$ cat src/rtl/sprite_animation_timer_assert.svh
// Assertion macros for the sprite animation timer.
`ifndef SPRITE_ANIMATION_TIMER_ASSERT_SVH
`define SPRITE_ANIMATION_TIMER_ASSERT_SVH
`ifndef SYNTH
// Clocked check, off while reset is high.
`define SAT_ASSERT(label, clk, rst, prop, msg) \
   label: assert property (@(posedge clk) disable iff (rst) prop) else $error(msg);
// Clocked check that also holds through reset.
`define SAT_ASSERT_ALWAYS(label, clk, prop, msg) \
   label: assert property (@(posedge clk) prop) else $error(msg);
`else
`define SAT_ASSERT(label, clk, rst, prop, msg)
`define SAT_ASSERT_ALWAYS(label, clk, prop, msg)
`endif
`endif

$ cat src/rtl/sat_pkg.sv
// Shared types and constants for the sprite animation timer.
package sat_pkg;

   localparam int MAX_FRAMES  = 256;
   localparam int FRAME_LIMIT = (MAX_FRAMES < 256) ? MAX_FRAMES : 256;
   localparam int TOTAL_W     = 9;

   localparam int DIV_DIVIDEND_W = 33;
   localparam int DIV_DIVISOR_W  = 16;
   localparam int DIV_STEP_W     = $clog2(DIV_DIVIDEND_W);

   localparam int REQ_W = 16;
   localparam int RSP_W = 80;
   localparam int CSR_W = 16;
   localparam int CSR_ADDR_W = 3;

   localparam logic [CSR_ADDR_W-1:0] CSR_FRAME_PERIOD = 3'd0;
   localparam logic [CSR_ADDR_W-1:0] CSR_MOVE_PERIOD  = 3'd1;
   localparam logic [CSR_ADDR_W-1:0] CSR_FRAME_TOTAL  = 3'd2;
   localparam logic [CSR_ADDR_W-1:0] CSR_LOOP_ENABLE  = 3'd3;
   localparam logic [CSR_ADDR_W-1:0] CSR_X_DIRECTION  = 3'd4;
   localparam logic [CSR_ADDR_W-1:0] CSR_Y_DIRECTION  = 3'd5;
   localparam logic [CSR_ADDR_W-1:0] CSR_X_SPEED      = 3'd6;
   localparam logic [CSR_ADDR_W-1:0] CSR_Y_SPEED      = 3'd7;

   localparam logic [15:0] FRAME_PERIOD_RESET = 16'd60;
   localparam logic [15:0] MOVE_PERIOD_RESET  = 16'd30;

   localparam logic [1:0] DIR_NONE   = 2'b00;
   localparam logic [1:0] DIR_POS    = 2'b01;
   localparam logic [1:0] DIR_NEG2   = 2'b10;
   localparam logic [1:0] DIR_NEG    = 2'b11;

   typedef struct packed {
      logic                      done;
      logic [DIV_DIVIDEND_W-1:0] quotient;
      logic [DIV_DIVISOR_W-1:0]  remainder;
   } div_result_type;

endpackage

$ cat src/rtl/sprite_animation_timer.sv
// Sprite animation timer: frame counter and position tracker driven by tick requests.
//
// A request on req_ carries the milliseconds elapsed since the previous tick. The
// block adds it to a frame and a move accumulator (both saturating), steps the frame
// index and the x/y position by the whole periods found, and returns one response
// on rsp_ with the frame index, both positions and the alive flag. The user writes
// configuration via csr_ (index, data, write enable) only while idle; not enforced.
//
// One request is worked at a time. Whole periods and the looping frame wrap come
// from a single shared restoring divider at one bit per cycle (up to three passes a
// tick); the 12x32 multiplies for the two axes run in separate states. A tick with
// no whole period passes S_FRAME, S_MOVE and S_OUT; a looping tick that also moves
// adds S_FDIV, S_FMOD, S_MDIV, S_MULX, S_MULY and S_ADDY. req_tready is high only
// while idle, so the next request is taken only after the response is loaded.
//
// Reset (synchronous, active high) loads the register defaults, clears the
// accumulators, frame and positions, and sets the alive flag. If the receiver
// stalls, the response holds in the output register and the next request is
// still taken; its own response waits until the held one is accepted.
module sprite_animation_timer import sat_pkg::*; (
   input  logic                  clock,
   input  logic                  reset,
   // elapsed_ms [15:0]
   input  logic [REQ_W-1:0]      req_tdata,
   input  logic                  req_tvalid,
   output logic                  req_tready,
   // frame_index [7:0], x_pos [39:8], y_pos [71:40], alive [72], zero fill above
   output logic [RSP_W-1:0]      rsp_tdata,
   output logic                  rsp_tvalid,
   input  logic                  rsp_tready,
   input  logic                  csr_we,
   input  logic [CSR_ADDR_W-1:0] csr_addr,
   input  logic [CSR_W-1:0]      csr_wdata
);

`include "sprite_animation_timer_assert.svh"

   localparam logic [3:0] S_IDLE  = 4'd0;
   localparam logic [3:0] S_FRAME = 4'd1;
   localparam logic [3:0] S_FDIV  = 4'd2;
   localparam logic [3:0] S_FMOD  = 4'd3;
   localparam logic [3:0] S_MOVE  = 4'd4;
   localparam logic [3:0] S_MDIV  = 4'd5;
   localparam logic [3:0] S_MULX  = 4'd6;
   localparam logic [3:0] S_MULY  = 4'd7;
   localparam logic [3:0] S_ADDY  = 4'd8;
   localparam logic [3:0] S_OUT   = 4'd9;

   logic [15:0]        frame_period_ff, move_period_ff;
   logic [TOTAL_W-1:0] frame_total_ff;
   logic               loop_en_ff;
   logic [1:0]         x_dir_ff, y_dir_ff;
   logic [11:0]        x_speed_ff, y_speed_ff;

   logic [3:0]         state_ff, state_in;
   logic [31:0]        facc_ff, facc_in;
   logic [31:0]        macc_ff, macc_in;
   logic [7:0]         cur_frame_ff, cur_frame_in;
   logic [31:0]        x_pos_ff, x_pos_in;
   logic [31:0]        y_pos_ff, y_pos_in;
   logic               alive_ff, alive_in;
   logic [31:0]        cnt_ff, cnt_in;
   logic [31:0]        step_ff, step_in;
   logic               rsp_valid_ff, rsp_valid_in;
   logic [RSP_W-1:0]   rsp_data_ff, rsp_data_in;

   logic [TOTAL_W-1:0]        total_eff;
   logic [32:0]               facc_sum, macc_sum, next_frame;
   logic                      div_start;
   logic [DIV_DIVIDEND_W-1:0] div_dividend;
   logic [DIV_DIVISOR_W-1:0]  div_divisor;
   div_result_type            div_res;

   function automatic logic [31:0] move_axis(input logic [31:0] pos, input logic [1:0] dir,
                                             input logic [31:0] step);
      logic [31:0] res;
      unique case (dir)
         DIR_POS:  res = pos + step;
         DIR_NEG:  res = pos - step;
         DIR_NEG2: res = pos - {step[30:0], 1'b0};
         DIR_NONE: res = pos;
         default:  res = pos;
      endcase
      return res;
   endfunction

   sat_div u_div (
      .clock    (clock),
      .reset    (reset),
      .start    (div_start),
      .dividend (div_dividend),
      .divisor  (div_divisor),
      .result   (div_res)
   );

   always_comb begin
      if (frame_total_ff == '0) begin
         total_eff = TOTAL_W'(1);
      end else if (frame_total_ff > TOTAL_W'(FRAME_LIMIT)) begin
         total_eff = TOTAL_W'(FRAME_LIMIT);
      end else begin
         total_eff = frame_total_ff;
      end
   end

   assign req_tready = (state_ff == S_IDLE);
   assign rsp_tvalid = rsp_valid_ff;
   assign rsp_tdata  = rsp_data_ff;

   always_comb begin
      state_in     = state_ff;
      facc_in      = facc_ff;
      macc_in      = macc_ff;
      cur_frame_in = cur_frame_ff;
      x_pos_in     = x_pos_ff;
      y_pos_in     = y_pos_ff;
      alive_in     = alive_ff;
      cnt_in       = cnt_ff;
      step_in      = step_ff;
      rsp_valid_in = rsp_valid_ff && !rsp_tready;
      rsp_data_in  = rsp_data_ff;
      div_start    = 1'b0;
      div_dividend = {1'b0, facc_ff};
      div_divisor  = frame_period_ff;

      facc_sum   = {1'b0, facc_ff} + 33'(req_tdata);
      macc_sum   = {1'b0, macc_ff} + 33'(req_tdata);
      next_frame = 33'(cur_frame_ff) + div_res.quotient;

      unique case (state_ff)
         S_IDLE: begin
            if (req_tvalid) begin
               facc_in  = facc_sum[32] ? '1 : facc_sum[31:0];
               macc_in  = macc_sum[32] ? '1 : macc_sum[31:0];
               state_in = S_FRAME;
            end
         end
         S_FRAME: begin
            if (total_eff == TOTAL_W'(1) || frame_period_ff == '0 ||
                facc_ff < 32'(frame_period_ff)) begin
               state_in = S_MOVE;
            end else begin
               div_start = 1'b1;
               state_in  = S_FDIV;
            end
         end
         S_FDIV: begin
            if (div_res.done) begin
               facc_in = 32'(div_res.remainder);
               if (loop_en_ff) begin
                  // wrap the advanced index through a second pass
                  div_start    = 1'b1;
                  div_dividend = next_frame;
                  div_divisor  = 16'(total_eff);
                  state_in     = S_FMOD;
               end else begin
                  if (next_frame >= 33'(total_eff)) begin
                     cur_frame_in = 8'(total_eff - 1'b1);
                     alive_in     = 1'b0;
                  end else begin
                     cur_frame_in = next_frame[7:0];
                  end
                  state_in = S_MOVE;
               end
            end
         end
         S_FMOD: begin
            if (div_res.done) begin
               cur_frame_in = div_res.remainder[7:0];
               state_in     = S_MOVE;
            end
         end
         S_MOVE: begin
            if (move_period_ff == '0 || macc_ff < 32'(move_period_ff)) begin
               state_in = S_OUT;
            end else begin
               div_start    = 1'b1;
               div_dividend = {1'b0, macc_ff};
               div_divisor  = move_period_ff;
               state_in     = S_MDIV;
            end
         end
         S_MDIV: begin
            if (div_res.done) begin
               macc_in  = 32'(div_res.remainder);
               cnt_in   = div_res.quotient[31:0];
               state_in = S_MULX;
            end
         end
         S_MULX: begin
            step_in  = 32'(x_speed_ff) * cnt_ff;
            state_in = S_MULY;
         end
         S_MULY: begin
            x_pos_in = move_axis(x_pos_ff, x_dir_ff, step_ff);
            step_in  = 32'(y_speed_ff) * cnt_ff;
            state_in = S_ADDY;
         end
         S_ADDY: begin
            y_pos_in = move_axis(y_pos_ff, y_dir_ff, step_ff);
            state_in = S_OUT;
         end
         S_OUT: begin
            // hold until the output register is free
            if (!rsp_valid_ff || rsp_tready) begin
               rsp_valid_in = 1'b1;
               rsp_data_in  = {7'b0, alive_ff, y_pos_ff, x_pos_ff, cur_frame_ff};
               state_in     = S_IDLE;
            end
         end
         default: state_in = S_IDLE;
      endcase
   end

   always_ff @(posedge clock) begin
      if (reset) begin
         frame_period_ff <= FRAME_PERIOD_RESET;
         move_period_ff  <= MOVE_PERIOD_RESET;
         frame_total_ff  <= TOTAL_W'(1);
         loop_en_ff      <= 1'b0;
         x_dir_ff        <= DIR_NONE;
         y_dir_ff        <= DIR_NONE;
         x_speed_ff      <= '0;
         y_speed_ff      <= '0;
      end else if (csr_we) begin
         unique case (csr_addr)
            CSR_FRAME_PERIOD: frame_period_ff <= csr_wdata;
            CSR_MOVE_PERIOD:  move_period_ff  <= csr_wdata;
            CSR_FRAME_TOTAL:  frame_total_ff  <= csr_wdata[TOTAL_W-1:0];
            CSR_LOOP_ENABLE:  loop_en_ff      <= csr_wdata[0];
            CSR_X_DIRECTION:  x_dir_ff        <= csr_wdata[1:0];
            CSR_Y_DIRECTION:  y_dir_ff        <= csr_wdata[1:0];
            CSR_X_SPEED:      x_speed_ff      <= csr_wdata[11:0];
            CSR_Y_SPEED:      y_speed_ff      <= csr_wdata[11:0];
            default: ;
         endcase
      end
   end

   always_ff @(posedge clock) begin
      if (reset) begin
         state_ff     <= S_IDLE;
         facc_ff      <= '0;
         macc_ff      <= '0;
         cur_frame_ff <= '0;
         x_pos_ff     <= '0;
         y_pos_ff     <= '0;
         alive_ff     <= 1'b1;
         rsp_valid_ff <= 1'b0;
      end else begin
         state_ff     <= state_in;
         facc_ff      <= facc_in;
         macc_ff      <= macc_in;
         cur_frame_ff <= cur_frame_in;
         x_pos_ff     <= x_pos_in;
         y_pos_ff     <= y_pos_in;
         alive_ff     <= alive_in;
         rsp_valid_ff <= rsp_valid_in;
      end
      cnt_ff      <= cnt_in;
      step_ff     <= step_in;
      rsp_data_ff <= rsp_data_in;
   end

   `SAT_ASSERT(a_alive_sticky, clock, reset, !alive_ff |=> !alive_ff, "alive flag set again without reset")
   `SAT_ASSERT_ALWAYS(a_div_start_state, clock, div_start |-> (state_ff == S_FRAME || state_ff == S_FDIV || state_ff == S_MOVE), "divider started outside a divide step")
   `SAT_ASSERT(a_out_load, clock, reset, (state_ff == S_OUT && (!rsp_valid_ff || rsp_tready)) |=> (rsp_tvalid && state_ff == S_IDLE), "response not loaded when output register was free")
   `SAT_ASSERT(a_fmod_range, clock, reset, (state_ff == S_FMOD && div_res.done) |-> (div_res.remainder < 16'(total_eff)), "wrapped frame index out of range")

endmodule

$ cat src/rtl/sat_div.sv
// Restoring divider, one quotient bit per cycle.
module sat_div import sat_pkg::*; (
   input  logic                      clock,
   input  logic                      reset,
   input  logic                      start,
   input  logic [DIV_DIVIDEND_W-1:0] dividend,
   input  logic [DIV_DIVISOR_W-1:0]  divisor,
   output div_result_type            result
);

   logic                      busy_ff, busy_in;
   logic                      done_ff, done_in;
   logic [DIV_STEP_W-1:0]     step_ff, step_in;
   logic [DIV_DIVISOR_W-1:0]  rem_ff, rem_in;
   logic [DIV_DIVIDEND_W-1:0] quo_ff, quo_in;
   logic [DIV_DIVISOR_W-1:0]  divisor_ff, divisor_in;
   logic [DIV_DIVISOR_W:0]    trial;
   logic [DIV_DIVISOR_W:0]    diff;
   logic                      fits;

   always_comb begin
      trial = {rem_ff, quo_ff[DIV_DIVIDEND_W-1]};
      diff  = trial - {1'b0, divisor_ff};
      fits  = (trial >= {1'b0, divisor_ff});

      busy_in    = busy_ff;
      done_in    = 1'b0;
      step_in    = step_ff;
      rem_in     = rem_ff;
      quo_in     = quo_ff;
      divisor_in = divisor_ff;

      if (start) begin
         busy_in    = 1'b1;
         step_in    = '0;
         rem_in     = '0;
         quo_in     = dividend;
         divisor_in = divisor;
      end else if (busy_ff) begin
         rem_in  = fits ? diff[DIV_DIVISOR_W-1:0] : trial[DIV_DIVISOR_W-1:0];
         quo_in  = {quo_ff[DIV_DIVIDEND_W-2:0], fits};
         step_in = step_ff + 1'b1;
         if (step_ff == DIV_STEP_W'(DIV_DIVIDEND_W - 1)) begin
            busy_in = 1'b0;
            done_in = 1'b1;
         end
      end
   end

   always_ff @(posedge clock) begin
      if (reset) begin
         busy_ff <= 1'b0;
         done_ff <= 1'b0;
         step_ff <= '0;
      end else begin
         busy_ff <= busy_in;
         done_ff <= done_in;
         step_ff <= step_in;
      end
      rem_ff     <= rem_in;
      quo_ff     <= quo_in;
      divisor_ff <= divisor_in;
   end

   assign result.done      = done_ff;
   assign result.quotient  = quo_ff;
   assign result.remainder = rem_ff;

endmodule

$ cat config.mk
export PLATFORM = sky130hd
export DESIGN_NAME = sprite_animation_timer
export DESIGN_NICKNAME = d
export VERILOG_FILES = /design/src/rtl/sat_pkg.sv /design/src/rtl/sprite_animation_timer.sv /design/src/rtl/sat_div.sv
export VERILOG_INCLUDE_DIRS = /design/src /design/src/rtl
export SDC_FILE = /design/constraint.sdc
export NUM_CORES = 2
export LEC_CHECK = 0
export ABC_AREA = 1
export BUFFER_PORTS_ARGS = -buffer_cell sky130_fd_sc_hd__buf_2
export CAP_MARGIN = 20
export CORE_UTILIZATION = 60
export CTS_CLUSTER_SIZE = 8
export DETAILED_ROUTE_END_ITERATION = 10
export PLACE_DENSITY = 0.86
export SETUP_SLACK_MARGIN = 0.05
export SKIP_LAST_GASP = 1
export SLEW_MARGIN = 10
export SYNTH_ARGS = -nofsm -noshare
export SYNTH_HDL_FRONTEND = slang
export SYNTH_SLANG_ARGS = --single-unit
$ cat constraint.sdc
create_clock -name clock -period 9.9 [get_ports clock]
set_input_delay 1.98 -clock clock [delete_from_list [all_inputs] [get_ports clock]]
set_output_delay 1.98 -clock clock [all_outputs]
set_load 0.005 [all_outputs]
==> flow_summary.yaml <==
status:
  status: "complete, no violations"
cts:
  root_buffer: "clkbuf_16"
  clk_transition_reported_paths_ns: 0.06
  cts_resized: 0
  h-tree-depth: 2
  holdBufCountCts: 0
  cts_tree: "built"
  post-cts-setup-buffers: 0
  cts_sinks: 422
  numCtsBuffers: 59
  cts_buffer_depth: 3
  clk_latency_ns: 0.64
finish:
  regArea_um2: 10300
  syn_to_final_growth_pct: 6.26
  multi_input_area_um2: 33200
  fillCellCount: 7155
  fin_nets: 7718
  final_area_um2: 52600
  drive_gt1_share_pct: 4.09
  final_common_cell: "nand2_1"
  fin_util_pct: 64.3
  final_cell_mix: "1661 x nand2_1, 1335 x inv_1, 546 x a21oi_1"
timing:
  setup-tns-final_ns: 0
  finalHoldViolations: 0
  fin_crit_ns: 6.41
  fin_crit_sh_pct: 64.7
  setup_viol: 0
  drv_slew: 0
  tightest_slew_ns: 1.19
  fmax_ghz: 0.156
  max_slew_margin_pct: 20.6
  clock_skew_ns: 0.0260
  worst_slack_ns: 3.49
  rsz0062_at_grt: "no"
die:
  core-area_um2: 81800
  io_pins: 122
  die_y_um: 289
  rows: 105
  start_util_pct: 60.5
  dieWidth_um: 289
  die_area_um2: 83700
setup_path:
  startpoint_type: "flop"
  end_kind: "flop"
  crit_required_ns: 10.28
  cp_num_buf_inv: 4
  cpPeakStageDelay_ns: 1.10
  arrival_ns: 6.79
  crit_family: "adder cells"
  cp_common_cell: "nand2_1"
  path_cells: "nand2_1, fa_1, inv_1, fa_1, fa_1, fa_1, inv_1, fa_1, inv_1, ha_1, nand2_1, inv_1, nand3_1, o21ai_0, nand2_1, nand3_1, nand2_1, nand2_1, nand2_1, a21oi_1, o21ai_0, nand2_1, o21ai_0"
  crit_path_top_delay_cell: "dfxtp_1"
  critical_path_class: "reg -> reg"
  cp_max_fo: 26
global_route:
  grt_max_degree: 82
  grt.met2_usage_pct: 61.6
  grt_overflow: 0
  antenna_found_initial: 5
  use_met1_pct: 48.3
  track_usage_pct: 38.9
  grt_pass1_wl_um: 252000
  grt_pass1_vias: 45900
  use_met3_pct: 8.34
  top_usage_layer: "met2"
pwr:
  total_power_mw: 7.33
  peakVddDrop_mv: 0.150
  p_leak_nw: 26.0
  p_per_area_nw_per_um2: 139
logic_synthesis:
  syn_area_per_cell_um2: 7.18
  async_flop_share_pct: 0
  synth.distinct_cells: 59
  synth-edff-count: 186
  yosys.area.top_type: "fa_1"
  synth_area_leaders: "fa_1 20%, nand2_1 13%, edfxtp_1 11%"
  synth.yosys.warnings: 0
  yosysTopAreaCellShare_pct: 19.6
  ys_dominant_reg_cell: "dfxtp_1"
  syn_area_um2: 49500
  ys_seq_area_share_pct: 20.8
  netlist_instances: 6899
  ys_seq_elements: 422
flow_run:
  drv_cap: 0
route:
  detail-route-antenna-nets: 0
  vias_per_cell: 5.92
  drt-initial-drc-count: 4986
  vias: 47300
  dr.pass1.iters: 8
  wirelength_um: 163000
  avgRoutedWirePerCell_um: 20.4
  drc: 0
placed_design:
  io_buffers: 114
  post-dp-hpwl_um: 127000
  dpl_cell_area_um2: 50800
  dp_worst_setup_slack_ns: 3.62
  gp_congestion: 1.07
worst_hold_path:
  hold_path.class: "reg -> reg"
-- per-layer routing --
metal	wire, um	part of all wire, %
met5	26	0.016
met3	17400	11
met1	60900	37
met4	11500	7.0
met2	73400	45
-- synth_stat cells (25+ instances only) --
library cell  count
nand4_1          61
nor4_1           29
fa_1            486
nand2_1        1662
a21oi_1         547
o21ai_0         460
o221ai_1         34
dfxtp_1         236
xor2_1          110
ha_1            320
nand3_1         267
edfxtp_1        186
o211ai_1         62
o22ai_1          25
nor2_1          448
nor3_1           61
xnor2_1          57
a31oi_1          38
a21o_1           28
inv_1          1336
o21bai_1         48
clkbuf_1        211
-- area by class of cell --
cell class	count	share of cell area, %
multi-input cells	4886	63.1
flip-flops and latches	422	19.6
inverters	1343	9.58
clock inverters	2	0.0499
diodes	3	0.0143
clock buffers	104	3.22
well taps	1070	2.54
repair buffers	160	1.90
-- power by group --
part           internal (mW)  switching (mW)
Combinational          0.937            1.98
Clock                   1.14           0.823
Sequential              2.13           0.320
-- through the flow --
stage | hold WS (ns) | std cells
4_1_cts | 0.473 | 7983
5_1_grt | 0.497 | 7989
6_report | 0.476 | 7990
3_3_place_gp | 0.464 | 7875
2_1_floorplan | 0.402 | 6905
3_5_place_dp | 0.466 | 7877
-- worst reg2reg max path, cell delays in order, from the launching register on --
cell	delay, ns
dfxtp_1	1.10
nand2_1	0.33
fa_1	0.65
inv_1	0.07
fa_1	0.47
fa_1	0.52
fa_1	0.54
inv_1	0.05
fa_1	0.52
inv_1	0.04
ha_1	0.40
nand2_1	0.12
inv_1	0.09
nand3_1	0.08
o21ai_0	0.25
nand2_1	0.08
nand3_1	0.14
nand2_1	0.07
nand2_1	0.07
nand2_1	0.08
a21oi_1	0.23
o21ai_0	0.11
nand2_1	0.07
o21ai_0	0.09
-- worst paths after layout --
kind | start | end | slack, ns | cells after the start
worst min-delay path | frame_total_ff[6] | frame_total_ff[6] | 0.48 | 2
worst min register to register | frame_total_ff[6] | frame_total_ff[6] | 0.48 | 2
worst max register to register | x_speed_ff[7] | step_ff[30] | 3.49 | 23
worst max-delay path | x_speed_ff[7] | step_ff[30] | 3.49 | 23
-- kinds of logic (layout without fill, tap and decap cells) --
family | count (synthesis) | in the layout | synth area share, %
muxes | 1 | 1 | 0.0202
buffers and inverters | 1597 | 1609 | 12.3
DFF | 422 | 422 | 20.8
other | 1 | 10 | 0.00757
xor gates and xnor gates | 167 | 167 | 2.95
and+or+nand+nor | 2597 | 2597 | 21.5
adders and majority gates | 806 | 806 | 27.7
AOI/OAI and AO/OA | 1308 | 1308 | 14.7
-- sequential cells by signal (all words and copies together) (netlist names), 4 cells and up --
| register | flops |
|---|---|
| u_div.quo_ff | 33 |
| cur_frame_ff | 8 |
| u_div.rem_ff | 16 |
| y_pos_ff | 32 |
| macc_ff | 32 |
| frame_total_ff | 9 |
| cnt_ff | 32 |
| rsp_tdata | 73 |
| frame_period_ff | 16 |
| x_speed_ff | 12 |
| step_ff | 32 |
| facc_ff | 32 |
| x_pos_ff | 32 |
| move_period_ff | 16 |
| state_ff | 4 |
| u_div.divisor_ff | 16 |
| y_speed_ff | 12 |
| u_div.step_ff | 6 |
No activity file was read; power rests on OpenSTA's default activity.
